==> src/hw/rtl/bg_window_tile_row_fetch_assert.svh <==
// Assertion macros for the background tile row fetch block.
// Expects clk and synchronous active-low rst_n in the enclosing module.
`ifndef BG_WINDOW_TILE_ROW_FETCH_ASSERT_SVH
`define BG_WINDOW_TILE_ROW_FETCH_ASSERT_SVH

// clocked property, off while in reset
`define BGWF_ASSERT(lbl, prop, msg) \
  lbl: assert property (@(posedge clk) disable iff (!rst_n) (prop)) else $error(msg);

// condition that must never hold out of reset
`define BGWF_NEVER(lbl, cond, msg) \
  lbl: assert property (@(posedge clk) disable iff (!rst_n) !(cond)) else $error(msg);

`endif

==> src/hw/rtl/bgwf_pkg.sv <==
// Shared types and constants for the background tile row fetch block.
// No dependencies.
`default_nettype none

package bgwf_pkg;

  localparam int unsigned BANK_AW           = 13;
  localparam int unsigned VRAM_AW           = BANK_AW + 1;
  localparam int unsigned TILES_PER_MAP_ROW = 32;
  localparam int unsigned TILE_BYTES        = 16;

  localparam logic [BANK_AW-1:0] MAP0_BASE     = 13'h1800;
  localparam logic [BANK_AW-1:0] MAP1_BASE     = 13'h1C00;
  localparam logic [BANK_AW-1:0] DATA_U_BASE   = 13'h0000;
  localparam logic [BANK_AW-1:0] DATA_S_BASE   = 13'h0800;
  localparam logic [7:0]         SIGNED_BIAS   = 8'h80;

  localparam logic MODE_WRITE = 1'b0;
  localparam logic MODE_FETCH = 1'b1;

  localparam logic [0:0] CFG_COLOR_MODE    = 1'b0;
  localparam logic [0:0] CFG_UNSIGNED_DATA = 1'b1;

  typedef struct packed {
    logic               en;
    logic               we;
    logic [VRAM_AW-1:0] addr;
    logic [7:0]         wdata;
  } vram_req_t;

endpackage

`default_nettype wire

==> src/hw/rtl/bgwf_seq.sv <==
// Fetch sequencer: shared address adder, memory access order, pixel decode
// and output register. Depends on bgwf_pkg and the assertion macro header.
`default_nettype none
`include "bg_window_tile_row_fetch_assert.svh"

module bgwf_seq (
  input  wire logic                 clk,
  input  wire logic                 rst_n,
  input  wire logic                 in_valid,
  output logic                      in_ready,
  input  wire logic                 in_mode,
  input  wire logic                 in_write_bank,
  input  wire logic [12:0]          in_write_addr,
  input  wire logic [7:0]           in_write_data,
  input  wire logic [7:0]           in_pixel_x,
  input  wire logic [7:0]           in_pixel_y,
  input  wire logic                 in_map_select,
  input  wire logic                 color_mode,
  input  wire logic                 unsigned_tile_data,
  output bgwf_pkg::vram_req_t       mem_req,
  input  wire logic [7:0]           mem_rdata,
  output logic                      out_valid,
  input  wire logic                 out_ready,
  output logic [15:0]               out_pixel_row,
  output logic [7:0]                out_attribute
);

  typedef enum logic [2:0] {S_IDLE, S_ATTR, S_PL0, S_PL1, S_FIN} state_t;

  state_t                          state_r;
  logic [bgwf_pkg::BANK_AW-1:0]    map_addr_r;
  logic [2:0]                      y_lo_r;
  logic [7:0]                      tile_r;
  logic [7:0]                      attr_r;
  logic [7:0]                      plane0_r;
  logic                            out_valid_r;
  logic [15:0]                     out_pixel_row_r;
  logic [7:0]                      out_attribute_r;

  logic [7:0]                      tile_sel;
  logic [7:0]                      attr_sel;
  logic [7:0]                      tile_idx;
  logic [2:0]                      row;
  logic                            plane_bit;
  logic [bgwf_pkg::BANK_AW-1:0]    add_a;
  logic [bgwf_pkg::BANK_AW-1:0]    add_b;
  logic [bgwf_pkg::BANK_AW-1:0]    sum;
  logic [15:0]                     row_dec;
  logic [2:0]                      sh;

  assign in_ready = (state_r == S_IDLE);

  always_comb begin
    tile_sel = tile_r;
    attr_sel = attr_r;
    if (state_r == S_PL0) begin
      tile_sel = color_mode ? tile_r : mem_rdata;
      attr_sel = color_mode ? mem_rdata : 8'h00;
    end
    tile_idx  = unsigned_tile_data ? tile_sel : (tile_sel ^ bgwf_pkg::SIGNED_BIAS);
    row       = y_lo_r ^ {3{attr_sel[6]}};
    plane_bit = (state_r == S_PL1);
  end

  // shared address adder: map lookup in idle, tile data otherwise
  always_comb begin
    if (state_r == S_IDLE) begin
      add_a = in_map_select ? bgwf_pkg::MAP1_BASE : bgwf_pkg::MAP0_BASE;
      add_b = {3'b000, in_pixel_y[7:3], in_pixel_x[7:3]};
    end else begin
      add_a = unsigned_tile_data ? bgwf_pkg::DATA_U_BASE : bgwf_pkg::DATA_S_BASE;
      add_b = {1'b0, tile_idx, row, plane_bit};
    end
    sum = add_a + add_b;
  end

  always_comb begin
    mem_req = '0;
    unique case (state_r)
      S_IDLE: begin
        if (in_valid) begin
          mem_req.en = 1'b1;
          if (in_mode == bgwf_pkg::MODE_FETCH) begin
            mem_req.addr = {1'b0, sum};
          end else begin
            mem_req.we    = 1'b1;
            mem_req.addr  = {in_write_bank, in_write_addr};
            mem_req.wdata = in_write_data;
          end
        end
      end
      S_ATTR: begin
        mem_req.en   = 1'b1;
        mem_req.addr = {1'b1, map_addr_r};
      end
      S_PL0, S_PL1: begin
        mem_req.en   = 1'b1;
        mem_req.addr = {attr_sel[3], sum};
      end
      S_FIN: begin
        mem_req.en = 1'b0;
      end
      default: mem_req = '0;
    endcase
  end

  always_comb begin
    sh      = '0;
    row_dec = '0;
    for (int i = 0; i < 8; i++) begin
      sh               = attr_r[5] ? 3'(i) : 3'(7 - i);
      row_dec[2*i]     = plane0_r[sh];
      row_dec[2*i + 1] = mem_rdata[sh];
    end
  end

  always_ff @(posedge clk) begin
    if (!rst_n) begin
      state_r     <= S_IDLE;
      out_valid_r <= 1'b0;
    end else begin
      // fin loads the output register itself
      if (out_valid_r && out_ready && state_r != S_FIN) begin
        out_valid_r <= 1'b0;
      end
      unique case (state_r)
        S_IDLE: begin
          if (in_valid && in_mode == bgwf_pkg::MODE_FETCH) begin
            map_addr_r <= sum;
            y_lo_r     <= in_pixel_y[2:0];
            state_r    <= color_mode ? S_ATTR : S_PL0;
          end
        end
        S_ATTR: begin
          tile_r  <= mem_rdata;
          state_r <= S_PL0;
        end
        S_PL0: begin
          tile_r  <= tile_sel;
          attr_r  <= attr_sel;
          state_r <= S_PL1;
        end
        S_PL1: begin
          plane0_r <= mem_rdata;
          state_r  <= S_FIN;
        end
        S_FIN: begin
          if (!out_valid_r || out_ready) begin
            out_valid_r     <= 1'b1;
            out_pixel_row_r <= row_dec;
            out_attribute_r <= attr_r;
            state_r         <= S_IDLE;
          end
        end
        default: state_r <= S_IDLE;
      endcase
    end
  end

  assign out_valid     = out_valid_r;
  assign out_pixel_row = out_pixel_row_r;
  assign out_attribute = out_attribute_r;

  `BGWF_NEVER(a_no_write_busy, !in_ready && mem_req.we, "vram write while fetch busy")
  `BGWF_NEVER(a_fin_no_access, state_r == S_FIN && mem_req.en, "vram access would clobber plane 1")
  `BGWF_ASSERT(a_fin_hold, state_r == S_FIN && out_valid_r && !out_ready |=> state_r == S_FIN, "left fin with output full")
  `BGWF_ASSERT(a_out_from_fin, $rose(out_valid_r) |-> $past(state_r) == S_FIN, "result beat not from fin")

endmodule

`default_nettype wire
==> config.mk <==
export PLATFORM = sky130hd
export DESIGN_NAME = bgwf_seq
export DESIGN_NICKNAME = d
export VERILOG_FILES = /design/src/hw/rtl/bgwf_pkg.sv /design/src/hw/rtl/bgwf_seq.sv
export VERILOG_INCLUDE_DIRS = /design/src /design/src/hw/rtl
export SDC_FILE = /design/constraint.sdc
export NUM_CORES = 1
export LEC_CHECK = 0
export BUFFER_PORTS_ARGS = -buffer_cell sky130_fd_sc_hd__buf_2
export CAP_MARGIN = 0
export CORE_MARGIN = 1
export CORE_UTILIZATION = 40
export CTS_BUF_LIST = sky130_fd_sc_hd__clkbuf_16
export CTS_CLUSTER_SIZE = 20
export DETAILED_ROUTE_END_ITERATION = 6
export PLACE_DENSITY_LB_ADDON = 0.1
export SYNTH_ARGS = -nofsm -noshare
export SYNTH_HDL_FRONTEND = slang
export SYNTH_SLANG_ARGS = --single-unit
==> constraint.sdc <==
create_clock -name clk -period 5.3 [get_ports clk]
set_input_delay 0.53 -clock clk [delete_from_list [all_inputs] [get_ports clk]]
set_output_delay 0.53 -clock clk [all_outputs]
set_load 0.005 [all_outputs]
==> metrics <==
status=completed; layout cells sized above 1=0.418; Iter 0 DRT Violations=157; RSZ-0062 raised after global routing=no; worst-path cell chain=nor2_2 > nand2_1 > o32ai_1 > fa_1 > inv_1 > mux2_2 > nand3_1 > a221oi_1 > buf_2; Syn Nets=312; #FFs+latches synth=68; worst-margin pin slew=1.06 ns; detailed placement HPWL=5450 um; first-pass GRT wire length=12900 um; worst hold path type=input pin to register; fin. max-slew vios=0; worst hold endpoint=y_lo_r[1]$_DFFE_PP_; CTS root buf=clkbuf_16; GRT overflow=0; Max IR drop VDD=150 uV; sequential share of power=0.425; Die W=94 um; Psw=0.358 mW; DR pass1 iterations=5; DR DRC count=0; yosys warns=0; CTS Hold Bufs=0; setup_tns=0 ns; Final Setup Violations=0; Yosys top cell by area=edfxtp_1; crit path from=state_r[2]$_SDFFE_PN0P_; routability congestion estimate from global placement=0.803; Die H=94 um; Post-Route WL=8270 um; CP delay by family, top=simple AND/OR/NAND/NOR gates; sw frac=0.243; synthesized area=3390 um^2; worst reg2reg path endpoint=map_addr_r[9]$_DFFE_PP_; clk slew on worst S/H paths=0.06 ns; # rows=33; # diodes=0; I/O pin count=104; min Tclk post-route=3.74 ns; final hold vios=0; Clk pwr share=0.439; hold path startpoint=in_pixel_y[1]; vias in the first global route=2401; fmax=268 MHz; Power Internal=1.12 mW; NumNets Final=409; worst hold path depth=1; CP max stage cell=nor2_2; Fin Clk Skew=0.00451 ns; Max FO, Critical Path=17; Power Density=345 nW/um^2; share of the synthesized area in the top cell type=0.568; Buf/Inv on CP=2; Avg WL per Cell=17.8 um; worst-skew pair later-pin latency=0.33 ns; period utilization=0.705; commonest cells in the synthesized netlist=64 x edfxtp_1, 25 x mux2_2, 16 x and2_1; Post-synth ARST share=0; Lkg Pwr=1.71 nW; vias post-DR=2482; post-synthesis sequential area ratio=0.591; max incr delay on CP=0.66 ns; die area=8840 um^2; worst hold slack=0.382 ns; Clock Sinks=68; Max Root-Sink Buffers=2; Main synth FF type=edfxtp_1; Layout area overhead=26.5%; Slew headroom=0.285; Max-cap violations=0; critical path endpoint category=primary output; cell depth of the worst flop-to-flop path=3; vias per cell=5.35; PostCTS Resize Cnt=0; reg2reg start=state_r[1]$_SDFFE_PN0P_; unique cell type count in the Yosys netlist=40; Antenna Violating Nets Remaining=0; register-to-register setup slack=2.30 ns; pin count of the biggest net entering global routing=30; initial core utilization=0.412; Synth area leaders=edfxtp_1 57%, mux2_2 8.3%, and2_1 3.0%; Core ar.=8220 um^2; Post-synth EDFFs=64; CTS buffer count=9; Post-Synthesis Cells=257; Fill cells=753; CTS tree=done; logic gate share of total power=0.136; H-tree Lvls=3; Req. time, crit path=4.77 ns; port bufs=100; Tot Pwr=1.48 mW; antenna violations before repair=0; Post-CTS Repair Setup Buffers=0; average size of a mapped cell=13.2 um^2; crit path kind=register to primary output; crit path launch type=register; most frequent cell after synthesis=edfxtp_1; total track usage=0.199; CP Data Arrival Time=3.21 ns
worst reg2reg max path: stages, from the launching register on:
cell and delay [ns]:
dfxtp_1 0.62, or3_4 0.60, nor2_1 0.60, and2_1 0.80
metrics by stage:
step / setup WS [ns] / cells / utilization / cell area (um^2)
after floorplan: 2.69 / 257 / - / 3390
after global placement: 1.99 / 448 / 0.482 / 3960
after detailed placement: 1.93 / 448 / 0.482 / 3960
after CTS: 1.57 / 464 / 0.521 / 4280
after global routing: 1.28 / 464 / 0.521 / 4280
final: 1.56 / 464 / 0.521 / 4280
worst max path at each step:
stage | end | cells after the start
after global placement | mem_req[20] | 9
after global routing | mem_req[20] | 9
after floorplan | mem_req[20] | 10
final | mem_req[20] | 9
after detailed placement | mem_req[20] | 9
after CTS | mem_req[20] | 9
sequential cells by signal, summed over array words and instances (netlist names):
name	flops
attr_r	8
map_addr_r	13
out_attribute	8
out_pixel_row	16
out_valid	1
plane0_r	8
state_r	3
tile_r	8
y_lo_r	3
power by group through the flow:
stage	logic, mW	clock network [mW]	registers (mW)
2_1_floorplan	0.131	0	0.627
3_3_place_gp	0.198	0	0.638
3_5_place_dp	0.200	0	0.638
4_1_cts	0.201	0.658	0.627
5_1_grt	0.220	0.682	0.630
6_report	0.201	0.648	0.627
per-layer routing:
metal,share of wire,up-vias,GRT usage
met5,0,-,0
met4,0.012,0,0.0731
met3,0.064,10,0.0437
met2,0.47,99,0.310
met1,0.45,1186,0.273
li1,-,1187,-
cells in the final DEF (no fill, tap or decap), types with 3 or more instances in the layout:
master     instances
nor2_1             5
nand2_1           12
buf_4              4
o21ai_0            5
nor3_1             3
xor2_1             5
and2_1            16
mux2_2            25
dfxtp_1            4
nand2b_1           8
buf_2            100
o22ai_1            8
nand3b_1           3
edfxtp_1          64
a21oi_1           11
a221o_1            7
o31ai_1            7
and3_1             3
a21o_1             5
mux2i_1            7
a22o_1             5
xnor2_1            5
clkbuf_16          9
o221ai_1           3
o2bb2ai_1          7
inv_1              3
layout make-up:
cell class	count	area [um^2]	share of cell area
Timing Repair Buffer	104	531	0.124
Tap cell	105	131	0.0307
Inverter	3	11.3	0.00263
Sequential cell	68	2000	0.467
Clock inverter	7	98.8	0.0231
Clock buffer	9	225	0.0526
Multi-Input combinational cell	168	1280	0.300
cell families (layout without fill, tap and decap cells):
kind of cell	Yosys count	after routing	synth area share
xor+xnor	10	10	0.0259
other cells	1	1	0.00111
flops	68	68	0.591
simple gates	62	62	0.109
buf+inv	21	123	0.0296
mux	32	32	0.104
fa+ha+maj	1	1	0.00591
compound gates	62	62	0.133
Power figures use the tool's default switching activity.
